### src/sv/red_queue_admission_assert.svh
// assertion macros for the red queue admission block
// included by files that check their own logic; no other dependencies
`ifndef RED_QUEUE_ADMISSION_ASSERT_SVH
`define RED_QUEUE_ADMISSION_ASSERT_SVH

`ifndef ASSERT_OFF

// expression holds at every clock edge out of reset
`define RQA_ASSERT_ALWAYS(label, clk, rst, expr) \
   label: assert property (@(posedge clk) disable iff (rst) (expr)) \
      else $error("rqa assertion failed");

// consequent holds in the same cycle as the antecedent
`define RQA_ASSERT_IMPLY(label, clk, rst, ante, cons) \
   label: assert property (@(posedge clk) disable iff (rst) (ante) |-> (cons)) \
      else $error("rqa assertion failed");

// consequent holds in the cycle after the antecedent
`define RQA_ASSERT_NEXT(label, clk, rst, ante, cons) \
   label: assert property (@(posedge clk) disable iff (rst) (ante) |=> (cons)) \
      else $error("rqa assertion failed");

`else

`define RQA_ASSERT_ALWAYS(label, clk, rst, expr)
`define RQA_ASSERT_IMPLY(label, clk, rst, ante, cons)
`define RQA_ASSERT_NEXT(label, clk, rst, ante, cons)

`endif

`endif

### src/sv/rqa_pkg.sv
// shared widths, codes, reset values and control types of the red queue admission block
// used by rqa_ctrl, rqa_datapath and red_queue_admission; no dependencies
package rqa_pkg;

   // field and state widths
   localparam int OCC_W      = 8;
   localparam int CNT_W      = 16;
   localparam int FRAC_W     = 16;
   localparam int AVG_W      = OCC_W + FRAC_W;
   localparam int PROB_W     = 17;
   localparam int WEIGHT_W   = 16;
   localparam int RND_W      = 7;
   localparam int CMD_W      = 2;
   localparam int REASON_W   = 2;
   localparam int CSR_IDX_W  = 3;
   localparam int CSR_DATA_W = 17;
   localparam int PCT_W      = 7;

   // request command codes
   localparam logic [CMD_W-1:0] CMD_ARRIVAL   = 2'd0;
   localparam logic [CMD_W-1:0] CMD_DEPARTURE = 2'd1;
   localparam logic [CMD_W-1:0] CMD_TICK      = 2'd2;
   localparam logic [CMD_W-1:0] CMD_INTERVAL  = 2'd3;

   // drop reason codes
   localparam logic [REASON_W-1:0] DROP_NONE   = 2'd0;
   localparam logic [REASON_W-1:0] DROP_FULL   = 2'd1;
   localparam logic [REASON_W-1:0] DROP_EARLY  = 2'd2;
   localparam logic [REASON_W-1:0] DROP_FORCED = 2'd3;

   // register indexes
   localparam logic [CSR_IDX_W-1:0] CSR_MIN_THRESHOLD = 3'd0;
   localparam logic [CSR_IDX_W-1:0] CSR_MAX_THRESHOLD = 3'd1;
   localparam logic [CSR_IDX_W-1:0] CSR_MAX_DROP_PROB = 3'd2;
   localparam logic [CSR_IDX_W-1:0] CSR_AVG_WEIGHT    = 3'd3;
   localparam logic [CSR_IDX_W-1:0] CSR_BUFFER_LIMIT  = 3'd4;

   // register reset values
   localparam logic [OCC_W-1:0]    RST_MIN_THRESHOLD = 8'd5;
   localparam logic [OCC_W-1:0]    RST_MAX_THRESHOLD = 8'd15;
   localparam logic [PROB_W-1:0]   RST_MAX_DROP_PROB = 17'd6554;
   localparam logic [WEIGHT_W-1:0] RST_AVG_WEIGHT    = 16'd131;
   localparam logic [OCC_W-1:0]    RST_BUFFER_LIMIT  = 8'd35;

   // fixed point constants
   localparam logic [FRAC_W:0]   Q16_ONE       = {1'b1, {FRAC_W{1'b0}}};
   localparam logic [FRAC_W-1:0] Q16_HALF      = {1'b1, {(FRAC_W-1){1'b0}}};
   localparam logic [PCT_W-1:0]  PERCENT_SCALE = 7'd100;

   // commands from the controller to the datapath
   typedef struct packed {
      logic load_req;
      logic run_stage1;
      logic run_stage2;
      logic commit;
   } ctrl_cmd_type;

endpackage

### src/sv/red_queue_admission.sv
// top level of the red queue admission block: controller, datapath and checks
// depends on rqa_pkg, rqa_ctrl, rqa_datapath and red_queue_admission_assert.svh
//
// Random early detection admission for a packet buffer. Each request carries a
// command (arrival, departure, average tick, interval end) and a random percent;
// each request produces exactly one response with the admission result, the
// occupancy, the Q16 average and the three interval totals.
// Channels: req_* in and rsp_* out use valid/stall; a transfer happens on a
// clock edge with valid high and stall low. csr_* is a write-only register
// port; the user must write it only while no request is in flight, and the
// block does not enforce this. After a request is accepted it runs the two
// multiply stages and then the commit, which loads the response register and
// raises response valid; no new request is taken until the commit is done.
// A new request is taken while the previous response waits in the output
// register; a stalled response holds the next request in its commit stage.
// Reset: synchronous, active high; clears the queue state and counters and
// loads the register defaults; no response is pending after reset.
`include "red_queue_admission_assert.svh"
module red_queue_admission (
   input  logic                                 clock,
   input  logic                                 reset,
   input  logic                                 req_valid,
   output logic                                 req_stall,
   input  logic [rqa_pkg::CMD_W-1:0]            req_cmd,
   input  logic [rqa_pkg::RND_W-1:0]            req_random_percent,
   output logic                                 rsp_valid,
   input  logic                                 rsp_stall,
   output logic                                 rsp_accepted,
   output logic [rqa_pkg::REASON_W-1:0]         rsp_drop_reason,
   output logic                                 rsp_empty_departure,
   output logic [rqa_pkg::OCC_W-1:0]            rsp_occupancy,
   output logic [rqa_pkg::AVG_W-1:0]            rsp_average_queue_q16,
   output logic [rqa_pkg::CNT_W-1:0]            rsp_drop_total,
   output logic [rqa_pkg::CNT_W-1:0]            rsp_arrival_total,
   output logic [rqa_pkg::CNT_W-1:0]            rsp_departure_total,
   input  logic                                 csr_write_enable,
   input  logic [rqa_pkg::CSR_IDX_W-1:0]        csr_index,
   input  logic [rqa_pkg::CSR_DATA_W-1:0]       csr_write_data
);

   rqa_pkg::ctrl_cmd_type ctrl_cmd;

   // sequencer
   rqa_ctrl u_ctrl (
      .clock     (clock),
      .reset     (reset),
      .req_valid (req_valid),
      .req_stall (req_stall),
      .rsp_valid (rsp_valid),
      .rsp_stall (rsp_stall),
      .ctrl_cmd  (ctrl_cmd)
   );

   // arithmetic, state and response register
   rqa_datapath u_datapath (
      .clock                 (clock),
      .reset                 (reset),
      .ctrl_cmd              (ctrl_cmd),
      .csr_write_enable      (csr_write_enable),
      .csr_index             (csr_index),
      .csr_write_data        (csr_write_data),
      .req_cmd               (req_cmd),
      .req_random_percent    (req_random_percent),
      .rsp_accepted          (rsp_accepted),
      .rsp_drop_reason       (rsp_drop_reason),
      .rsp_empty_departure   (rsp_empty_departure),
      .rsp_occupancy         (rsp_occupancy),
      .rsp_average_queue_q16 (rsp_average_queue_q16),
      .rsp_drop_total        (rsp_drop_total),
      .rsp_arrival_total     (rsp_arrival_total),
      .rsp_departure_total   (rsp_departure_total)
   );

   // checks on the sequencing and the response contents
   `RQA_ASSERT_ALWAYS(a_one_step, clock, reset, $onehot0(ctrl_cmd))
   `RQA_ASSERT_NEXT(a_busy_after_accept, clock, reset, req_valid && !req_stall, req_stall)
   `RQA_ASSERT_IMPLY(a_accept_no_reason, clock, reset, rsp_valid && rsp_accepted, rsp_drop_reason == rqa_pkg::DROP_NONE)
   `RQA_ASSERT_IMPLY(a_empty_zero_occ, clock, reset, rsp_valid && rsp_empty_departure, rsp_occupancy == '0)

endmodule

### src/sv/rqa_ctrl.sv
// controller of the red queue admission block: sequences one request
// through capture, two multiply stages and commit; uses rqa_pkg
module rqa_ctrl (
   input  logic                  clock,
   input  logic                  reset,
   input  logic                  req_valid,
   output logic                  req_stall,
   output logic                  rsp_valid,
   input  logic                  rsp_stall,
   output rqa_pkg::ctrl_cmd_type ctrl_cmd
);

   typedef enum logic [1:0] {
      ST_IDLE,
      ST_MUL1,
      ST_MUL2,
      ST_COMMIT
   } state_type;

   state_type state_ff;
   state_type state_in;
   logic      rsp_valid_ff;
   logic      rsp_valid_in;
   logic      out_free;

   // output register can take a new result
   assign out_free = !rsp_valid_ff || !rsp_stall;

   // command decode and next state
   always_comb begin
      ctrl_cmd            = '0;
      state_in            = state_ff;
      ctrl_cmd.load_req   = (state_ff == ST_IDLE) && req_valid;
      ctrl_cmd.run_stage1 = (state_ff == ST_MUL1);
      ctrl_cmd.run_stage2 = (state_ff == ST_MUL2);
      ctrl_cmd.commit     = (state_ff == ST_COMMIT) && out_free;
      unique case (state_ff)
         ST_IDLE: begin
            if (req_valid) state_in = ST_MUL1;
         end
         ST_MUL1: state_in = ST_MUL2;
         ST_MUL2: state_in = ST_COMMIT;
         ST_COMMIT: begin
            if (out_free) state_in = ST_IDLE;
         end
         default: state_in = ST_IDLE;
      endcase
   end

   // response valid follows commit and the downstream take
   always_comb begin
      priority if (ctrl_cmd.commit) begin
         rsp_valid_in = 1'b1;
      end else if (!rsp_stall) begin
         rsp_valid_in = 1'b0;
      end else begin
         rsp_valid_in = rsp_valid_ff;
      end
   end

   // state and registered outputs
   always_ff @(posedge clock) begin
      if (reset) begin
         state_ff     <= ST_IDLE;
         rsp_valid_ff <= 1'b0;
      end else begin
         state_ff     <= state_in;
         rsp_valid_ff <= rsp_valid_in;
      end
   end

   assign req_stall = (state_ff != ST_IDLE);
   assign rsp_valid = rsp_valid_ff;

endmodule

### src/sv/rqa_datapath.sv
// datapath of the red queue admission block: registers, queue state,
// average and early drop multiplies, decision and response register; uses rqa_pkg
module rqa_datapath (
   input  logic                                 clock,
   input  logic                                 reset,
   input  rqa_pkg::ctrl_cmd_type                ctrl_cmd,
   input  logic                                 csr_write_enable,
   input  logic [rqa_pkg::CSR_IDX_W-1:0]        csr_index,
   input  logic [rqa_pkg::CSR_DATA_W-1:0]       csr_write_data,
   input  logic [rqa_pkg::CMD_W-1:0]            req_cmd,
   input  logic [rqa_pkg::RND_W-1:0]            req_random_percent,
   output logic                                 rsp_accepted,
   output logic [rqa_pkg::REASON_W-1:0]         rsp_drop_reason,
   output logic                                 rsp_empty_departure,
   output logic [rqa_pkg::OCC_W-1:0]            rsp_occupancy,
   output logic [rqa_pkg::AVG_W-1:0]            rsp_average_queue_q16,
   output logic [rqa_pkg::CNT_W-1:0]            rsp_drop_total,
   output logic [rqa_pkg::CNT_W-1:0]            rsp_arrival_total,
   output logic [rqa_pkg::CNT_W-1:0]            rsp_departure_total
);

   localparam int KEEP_W = rqa_pkg::FRAC_W + 1 + rqa_pkg::AVG_W;
   localparam int SUM_W  = KEEP_W + 1;
   localparam int NEW_W  = rqa_pkg::WEIGHT_W + rqa_pkg::OCC_W;
   localparam int EX_W   = rqa_pkg::AVG_W + rqa_pkg::PCT_W;
   localparam int RS_W   = rqa_pkg::RND_W + rqa_pkg::OCC_W;
   localparam int DROP_W = EX_W + rqa_pkg::PROB_W;
   localparam int LHS_W  = RS_W + 2 * rqa_pkg::FRAC_W;

   // configuration registers
   logic [rqa_pkg::OCC_W-1:0]    min_thr_ff;
   logic [rqa_pkg::OCC_W-1:0]    max_thr_ff;
   logic [rqa_pkg::PROB_W-1:0]   max_prob_ff;
   logic [rqa_pkg::WEIGHT_W-1:0] weight_ff;
   logic [rqa_pkg::OCC_W-1:0]    limit_ff;

   // queue state
   logic [rqa_pkg::OCC_W-1:0] queue_ff;
   logic [rqa_pkg::OCC_W-1:0] queue_in;
   logic [rqa_pkg::AVG_W-1:0] avg_ff;
   logic [rqa_pkg::AVG_W-1:0] avg_in;
   logic [rqa_pkg::CNT_W-1:0] drops_ff;
   logic [rqa_pkg::CNT_W-1:0] drops_in;
   logic [rqa_pkg::CNT_W-1:0] arrivals_ff;
   logic [rqa_pkg::CNT_W-1:0] arrivals_in;
   logic [rqa_pkg::CNT_W-1:0] departures_ff;
   logic [rqa_pkg::CNT_W-1:0] departures_in;

   // captured request
   logic [rqa_pkg::CMD_W-1:0] cmd_ff;
   logic [rqa_pkg::RND_W-1:0] rnd_ff;

   // multiply stages
   logic [rqa_pkg::FRAC_W:0]  keep_weight;
   logic [rqa_pkg::AVG_W-1:0] excess;
   logic [rqa_pkg::OCC_W-1:0] span;
   logic [KEEP_W-1:0]         keep_prod_ff;
   logic [NEW_W-1:0]          new_prod_ff;
   logic [EX_W-1:0]           excess100_ff;
   logic [RS_W-1:0]           rs_prod_ff;
   logic [SUM_W-1:0]          avg_sum_ff;
   logic [DROP_W-1:0]         drop_prod_ff;

   // decision
   logic [rqa_pkg::AVG_W-1:0]    min_q16;
   logic [rqa_pkg::AVG_W-1:0]    max_q16;
   logic [LHS_W-1:0]             early_lhs;
   logic                         early_hit;
   logic                         full;
   logic                         acc_in;
   logic [rqa_pkg::REASON_W-1:0] reason_in;
   logic                         empty_in;
   logic [rqa_pkg::CNT_W-1:0]    drops_upd;
   logic [rqa_pkg::CNT_W-1:0]    arrivals_upd;
   logic [rqa_pkg::CNT_W-1:0]    departures_upd;

   // response register
   logic                         acc_ff;
   logic [rqa_pkg::REASON_W-1:0] reason_ff;
   logic                         empty_ff;
   logic [rqa_pkg::OCC_W-1:0]    occ_out_ff;
   logic [rqa_pkg::AVG_W-1:0]    avg_out_ff;
   logic [rqa_pkg::CNT_W-1:0]    drop_tot_ff;
   logic [rqa_pkg::CNT_W-1:0]    arr_tot_ff;
   logic [rqa_pkg::CNT_W-1:0]    dep_tot_ff;

   function automatic logic [rqa_pkg::CNT_W-1:0] sat_inc(input logic [rqa_pkg::CNT_W-1:0] v);
      return (v == '1) ? v : v + 1'b1;
   endfunction

   // configuration writes
   always_ff @(posedge clock) begin
      if (reset) begin
         min_thr_ff  <= rqa_pkg::RST_MIN_THRESHOLD;
         max_thr_ff  <= rqa_pkg::RST_MAX_THRESHOLD;
         max_prob_ff <= rqa_pkg::RST_MAX_DROP_PROB;
         weight_ff   <= rqa_pkg::RST_AVG_WEIGHT;
         limit_ff    <= rqa_pkg::RST_BUFFER_LIMIT;
      end else if (csr_write_enable) begin
         unique case (csr_index)
            rqa_pkg::CSR_MIN_THRESHOLD: min_thr_ff  <= csr_write_data[rqa_pkg::OCC_W-1:0];
            rqa_pkg::CSR_MAX_THRESHOLD: max_thr_ff  <= csr_write_data[rqa_pkg::OCC_W-1:0];
            rqa_pkg::CSR_MAX_DROP_PROB: max_prob_ff <= csr_write_data[rqa_pkg::PROB_W-1:0];
            rqa_pkg::CSR_AVG_WEIGHT:    weight_ff   <= csr_write_data[rqa_pkg::WEIGHT_W-1:0];
            rqa_pkg::CSR_BUFFER_LIMIT:  limit_ff    <= csr_write_data[rqa_pkg::OCC_W-1:0];
            default: ;
         endcase
      end
   end

   // request capture
   always_ff @(posedge clock) begin
      if (ctrl_cmd.load_req) begin
         cmd_ff <= req_cmd;
         rnd_ff <= req_random_percent;
      end
   end

   // operands of the first multiply stage
   assign keep_weight = rqa_pkg::Q16_ONE - {1'b0, weight_ff};
   assign min_q16     = {min_thr_ff, {rqa_pkg::FRAC_W{1'b0}}};
   assign max_q16     = {max_thr_ff, {rqa_pkg::FRAC_W{1'b0}}};
   assign excess      = avg_ff - min_q16;
   assign span        = max_thr_ff - min_thr_ff;

   // stage 1: average terms and both sides of the early drop test
   always_ff @(posedge clock) begin
      if (ctrl_cmd.run_stage1) begin
         keep_prod_ff <= KEEP_W'(keep_weight) * KEEP_W'(avg_ff);
         new_prod_ff  <= NEW_W'(weight_ff) * NEW_W'(queue_ff);
         excess100_ff <= EX_W'(excess) * EX_W'(rqa_pkg::PERCENT_SCALE);
         rs_prod_ff   <= RS_W'(rnd_ff) * RS_W'(span);
      end
   end

   // stage 2: rounded average sum and scaled drop probability
   always_ff @(posedge clock) begin
      if (ctrl_cmd.run_stage2) begin
         avg_sum_ff   <= SUM_W'(keep_prod_ff)
                       + SUM_W'({new_prod_ff, {rqa_pkg::FRAC_W{1'b0}}})
                       + SUM_W'(rqa_pkg::Q16_HALF);
         drop_prod_ff <= DROP_W'(excess100_ff) * DROP_W'(max_prob_ff);
      end
   end

   // admission decision and state update
   assign early_lhs = {rs_prod_ff, {(2 * rqa_pkg::FRAC_W){1'b0}}};
   assign early_hit = DROP_W'(early_lhs) <= drop_prod_ff;
   assign full      = (queue_ff >= limit_ff) || (queue_ff == '1);

   always_comb begin
      acc_in         = 1'b0;
      reason_in      = rqa_pkg::DROP_NONE;
      empty_in       = 1'b0;
      queue_in       = queue_ff;
      avg_in         = avg_ff;
      drops_upd      = drops_ff;
      arrivals_upd   = arrivals_ff;
      departures_upd = departures_ff;
      drops_in       = drops_ff;
      arrivals_in    = arrivals_ff;
      departures_in  = departures_ff;
      unique case (cmd_ff)
         rqa_pkg::CMD_ARRIVAL: begin
            arrivals_upd = sat_inc(arrivals_ff);
            priority if (full) begin
               reason_in = rqa_pkg::DROP_FULL;
            end else if (avg_ff < min_q16) begin
               acc_in = 1'b1;
            end else if (avg_ff < max_q16) begin
               if (early_hit) begin
                  reason_in = rqa_pkg::DROP_EARLY;
               end else begin
                  acc_in = 1'b1;
               end
            end else begin
               reason_in = rqa_pkg::DROP_FORCED;
            end
            if (acc_in) begin
               queue_in = queue_ff + 1'b1;
            end else begin
               drops_upd = sat_inc(drops_ff);
            end
         end
         rqa_pkg::CMD_DEPARTURE: begin
            if (queue_ff == '0) begin
               empty_in = 1'b1;
            end else begin
               queue_in       = queue_ff - 1'b1;
               departures_upd = sat_inc(departures_ff);
            end
         end
         rqa_pkg::CMD_TICK: begin
            avg_in = avg_sum_ff[rqa_pkg::FRAC_W +: rqa_pkg::AVG_W];
         end
         rqa_pkg::CMD_INTERVAL: ;
         default: ;
      endcase
      // interval end reports the totals and then clears them
      if (cmd_ff == rqa_pkg::CMD_INTERVAL) begin
         drops_in      = '0;
         arrivals_in   = '0;
         departures_in = '0;
      end else begin
         drops_in      = drops_upd;
         arrivals_in   = arrivals_upd;
         departures_in = departures_upd;
      end
   end

   // queue state registers
   always_ff @(posedge clock) begin
      if (reset) begin
         queue_ff      <= '0;
         avg_ff        <= '0;
         drops_ff      <= '0;
         arrivals_ff   <= '0;
         departures_ff <= '0;
      end else if (ctrl_cmd.commit) begin
         queue_ff      <= queue_in;
         avg_ff        <= avg_in;
         drops_ff      <= drops_in;
         arrivals_ff   <= arrivals_in;
         departures_ff <= departures_in;
      end
   end

   // response register
   always_ff @(posedge clock) begin
      if (ctrl_cmd.commit) begin
         acc_ff      <= acc_in;
         reason_ff   <= reason_in;
         empty_ff    <= empty_in;
         occ_out_ff  <= queue_in;
         avg_out_ff  <= avg_in;
         drop_tot_ff <= drops_upd;
         arr_tot_ff  <= arrivals_upd;
         dep_tot_ff  <= departures_upd;
      end
   end

   assign rsp_accepted          = acc_ff;
   assign rsp_drop_reason       = reason_ff;
   assign rsp_empty_departure   = empty_ff;
   assign rsp_occupancy         = occ_out_ff;
   assign rsp_average_queue_q16 = avg_out_ff;
   assign rsp_drop_total        = drop_tot_ff;
   assign rsp_arrival_total     = arr_tot_ff;
   assign rsp_departure_total   = dep_tot_ff;

endmodule
### config.mk
export PLATFORM = sky130hd
export DESIGN_NAME = red_queue_admission
export DESIGN_NICKNAME = d
export VERILOG_FILES = /design/src/sv/rqa_pkg.sv /design/src/sv/red_queue_admission.sv /design/src/sv/rqa_ctrl.sv /design/src/sv/rqa_datapath.sv
export VERILOG_INCLUDE_DIRS = /design/src /design/src/sv
export SDC_FILE = /design/constraint.sdc
export NUM_CORES = 2
export LEC_CHECK = 0
export ABC_AREA = 1
export BUFFER_PORTS_ARGS = -buffer_cell sky130_fd_sc_hd__clkbuf_2
export CAP_MARGIN = 0
export CORE_ASPECT_RATIO = 2
export CORE_MARGIN = 3
export CORE_UTILIZATION = 55
export DETAILED_ROUTE_END_ITERATION = 10
export PLACE_DENSITY = 0.67
export REMOVE_ABC_BUFFERS = 1
export SYNTH_ARGS = -nofsm -noshare
export SYNTH_HDL_FRONTEND = slang
export SYNTH_SLANG_ARGS = --single-unit
### constraint.sdc
create_clock -name clock -period 16.7 [get_ports clock]
set_input_delay 0 -clock clock [delete_from_list [all_inputs] [get_ports clock]]
set_output_delay 0 -clock clock [all_outputs]
set_load 0.02 [all_outputs]
==> metrics.md <==
| Metric | Value |
|---|---|
| Outcome | `finished clean` |
| Post-Place Setup Slack | `8727 ps` |
| Top cell type's share of synthesized area | `31.44%` |
| Main synth FF type | `edfxtp_1` |
| Ys async rst share | `0%` |
| Hold WC Path Type | `in -> reg` |
| Combined buffer and inverter count along the critical path | `8` |
| Number of global-route vias before repair | `48720` |
| Final Hold Violating Endpoints | `0` |
| Post-CTS setup buffers | `0` |
| #FFs+latches synth | `396` |
| PnR worst setup slack | `8541 ps` |
| Met2 usage | `66.29%` |
| Synth cell types | `64` |
| DR iter-0 viols | `3218` |
| Met1 global-route usage | `33.32%` |
| Final wirelength | `180500 um` |
| Synthesized cell area | `55080 um^2` |
| Top cells by area, synth | `fa_1 (31%), edfxtp_1 (14%), inv_1 (11%), nand2_1 (11%), ha_1 (11%)` |
| Syn. warnings | `0` |
| Clk pin slew, worst setup/hold paths | `70 ps` |
| Clk sinks | `396` |
| Num CTS Buffers | `40` |
| Commonest non-fill, non-tap cell in the layout | `inv_1` |
| # DRC | `0` |
| Gr ovfl total | `0` |
| Top delay family on crit path | `adder cells` |
| Sequential-to-total area share from yosys stat | `19.04%` |
| Insertion delay to the later sink of the worst-skew pair | `620 ps` |
| Max incr delay on CP | `570 ps` |
| Critical path's most frequent cell | `inv_1` |
| Initial antenna violation count | `6` |
| Tmin final | `8159 ps` |
| Largest net degree at the start of global routing | `81` |
| Slew Limit Fails | `0` |
| Max Cap Viol | `0` |
| Busiest grt layer | `met2` |
| Slew HR | `19.26%` |
| Layout cells sized above 1 | `4.623%` |
| Initial DRT Pass Iterations | `7` |
| FMAX | `0.1226 GHz` |
| Nets | `8079` |
| Die height | `453.6 um` |
| Worst-Margin Slew | `1210 ps` |
| Crit-path max FO | `14` |
| Total GRT Usage | `35.22%` |
| Met3 Use GR | `4.911%` |
| H-tree depth | `2` |
| Worst setup path class | `reg -> reg` |
| Wire per inst | `22.35 um` |
| RSZ-0062 raised after global routing | `no` |
| Initial core utilization | `55.69%` |
| Crit start category | `register` |
| Core Box Area | `98910 um^2` |
| Clock Skews | `41.75 ps` |
| Detail Route Antenna Nets | `0` |
| Final setup violation count | `0` |
| Largest area contributor in the netlist | `fa_1` |
| Gpl congestion | `1.030` |
| Req. time, crit path | `17040 ps` |
| IO Pins | `120` |
| Setup TNS | `0 ps` |
| Most frequent cells in the layout | `inv_1 (1610), nand2_1 (1572), fa_1 (865)` |
| Row count | `163` |
| Syn Inst Count | `6703` |
| Vias per cell | `5.571` |
| First-pass GRT wire length | `275000 um` |
| Die width | `229.8 um` |
| Critical path arrival | `8500 ps` |
| Via count | `44980` |
| Setup crit end kind | `register` |
| EDFF count, synth | `256` |
| Die ar. | `104200 um^2` |
| Port Buffers | `119` |
| Area growth, synth to finish | `6.401%` |
| Root buf cell | `clkbuf_16` |
| Final period util | `48.86%` |
| CP max stage cell | `fa_1` |
| CTS tree | `done` |
| Clk buf depth | `3` |
| Mapped Avg Cell Area | `8.218 um^2` |
| Detailed placement HPWL | `142900 um` |
| Fillers | `9066` |
tightest hold or removal path: cells and delay by family:
family	cells	cell delay, ps
buffers and inverters	2	430
AO/OA/AOI/OAI	1	200
layout make-up:
| type | instances | area, um^2 | area share [%] |
|---|---|---|---|
| Antenna cell | 5 | 12.51 | 0.02135 |
| Clock buffer | 49 | 1087 | 1.855 |
| Clock inverter | 25 | 266.5 | 0.4547 |
| Inverter | 1633 | 6136 | 10.47 |
| Multi-Input combinational cell | 4424 | 37490 | 63.96 |
| Sequential cell | 396 | 10500 | 17.92 |
| Tap cell | 1320 | 1652 | 2.818 |
| Timing Repair Buffer | 222 | 1466 | 2.502 |
flip-flops by register name (all words and copies together) (netlist names), 16 cells and up:
signal / cells
u_datapath.keep_prod_ff: 25
u_datapath.rsp_average_queue_q16: 24
u_datapath.rsp_arrival_total: 16
u_datapath.arrivals_ff: 16
u_datapath.rsp_departure_total: 16
u_datapath.drop_prod_ff: 46
u_datapath.avg_ff: 24
u_datapath.weight_ff: 16
u_datapath.excess100_ff: 29
u_datapath.departures_ff: 16
u_datapath.max_prob_ff: 17
u_datapath.rsp_drop_total: 16
u_datapath.new_prod_ff: 24
u_datapath.avg_sum_ff: 24
u_datapath.drops_ff: 16
timing repair:
item / CTS / global route
hold buffers: 39 / 0
gates resized for setup: 0 / 0
endpoints found under the hold margin: 74 / 0
synthesized netlist by cell type, drive strengths merged, types with 11 or more instances:
cell / count
xor2: 127
o211ai: 15
edfxtp: 256
nor2: 386
dfxtp: 140
a21boi: 18
nand3: 145
o21ai: 222
xnor2: 65
clkbuf: 215
a21oi: 335
a31oi: 18
ha: 463
buf: 35
o21bai: 21
clkinv: 11
fa: 865
nand2: 1578
nor3: 39
nor4: 17
a21o: 16
inv: 1622
nand4: 47
layer usage:
metal | vias to the layer above | wire length [um]
li1 | 20160 | -
met1 | 22120 | 55410
met4 | 2 | 19350
met5 | - | 7
met2 | 1825 | 95640
met3 | 874 | 10070
through the flow:
| stage | utilization [%] | std cells | cell area [um^2] | hold WS (ps) |
|---|---|---|---|---|
| 2_1_floorplan | - | 6453 | 54070 | 69.07 |
| 4_1_cts | 59.24 | 8069 | 58600 | 40.10 |
| 3_3_place_gp | 57.48 | 7956 | 56850 | 178.2 |
| 5_1_grt | 59.24 | 8069 | 58600 | 102.2 |
| 6_report | 59.25 | 8074 | 58610 | 62.41 |
| 3_5_place_dp | 57.48 | 7956 | 56850 | 179.2 |
kinds of logic (layout without fill, tap and decap cells):
group	count (synthesis)	after routing	synth area share, %
simple gates	2233	2233	16.31
buf+inv	1883	1929	12.96
fa+ha+maj	1328	1328	41.95
compound gates	671	671	6.681
flops	396	396	19.04
xor+xnor	192	192	3.053
other cells	0	5	0
path summary, 6_finish.rpt:
| path | endpoint | slack, ps | depth (start not counted) | from |
|---|---|---|---|---|
| worst min-delay path | u_datapath.arrivals_ff[15] | 60 | 3 | reset |
| worst max-delay path | u_datapath.keep_prod_ff[37] | 8540 | 30 | u_datapath.weight_ff[0] |
| worst max register to register | u_datapath.keep_prod_ff[37] | 8540 | 30 | u_datapath.weight_ff[0] |
| worst min register to register | u_datapath.limit_ff[7] | 460 | 2 | u_datapath.limit_ff[7] |
Power is left out: the tool's default activity adds up to more than one toggle a clock period on the data nets, which glitch-free logic cannot reach.
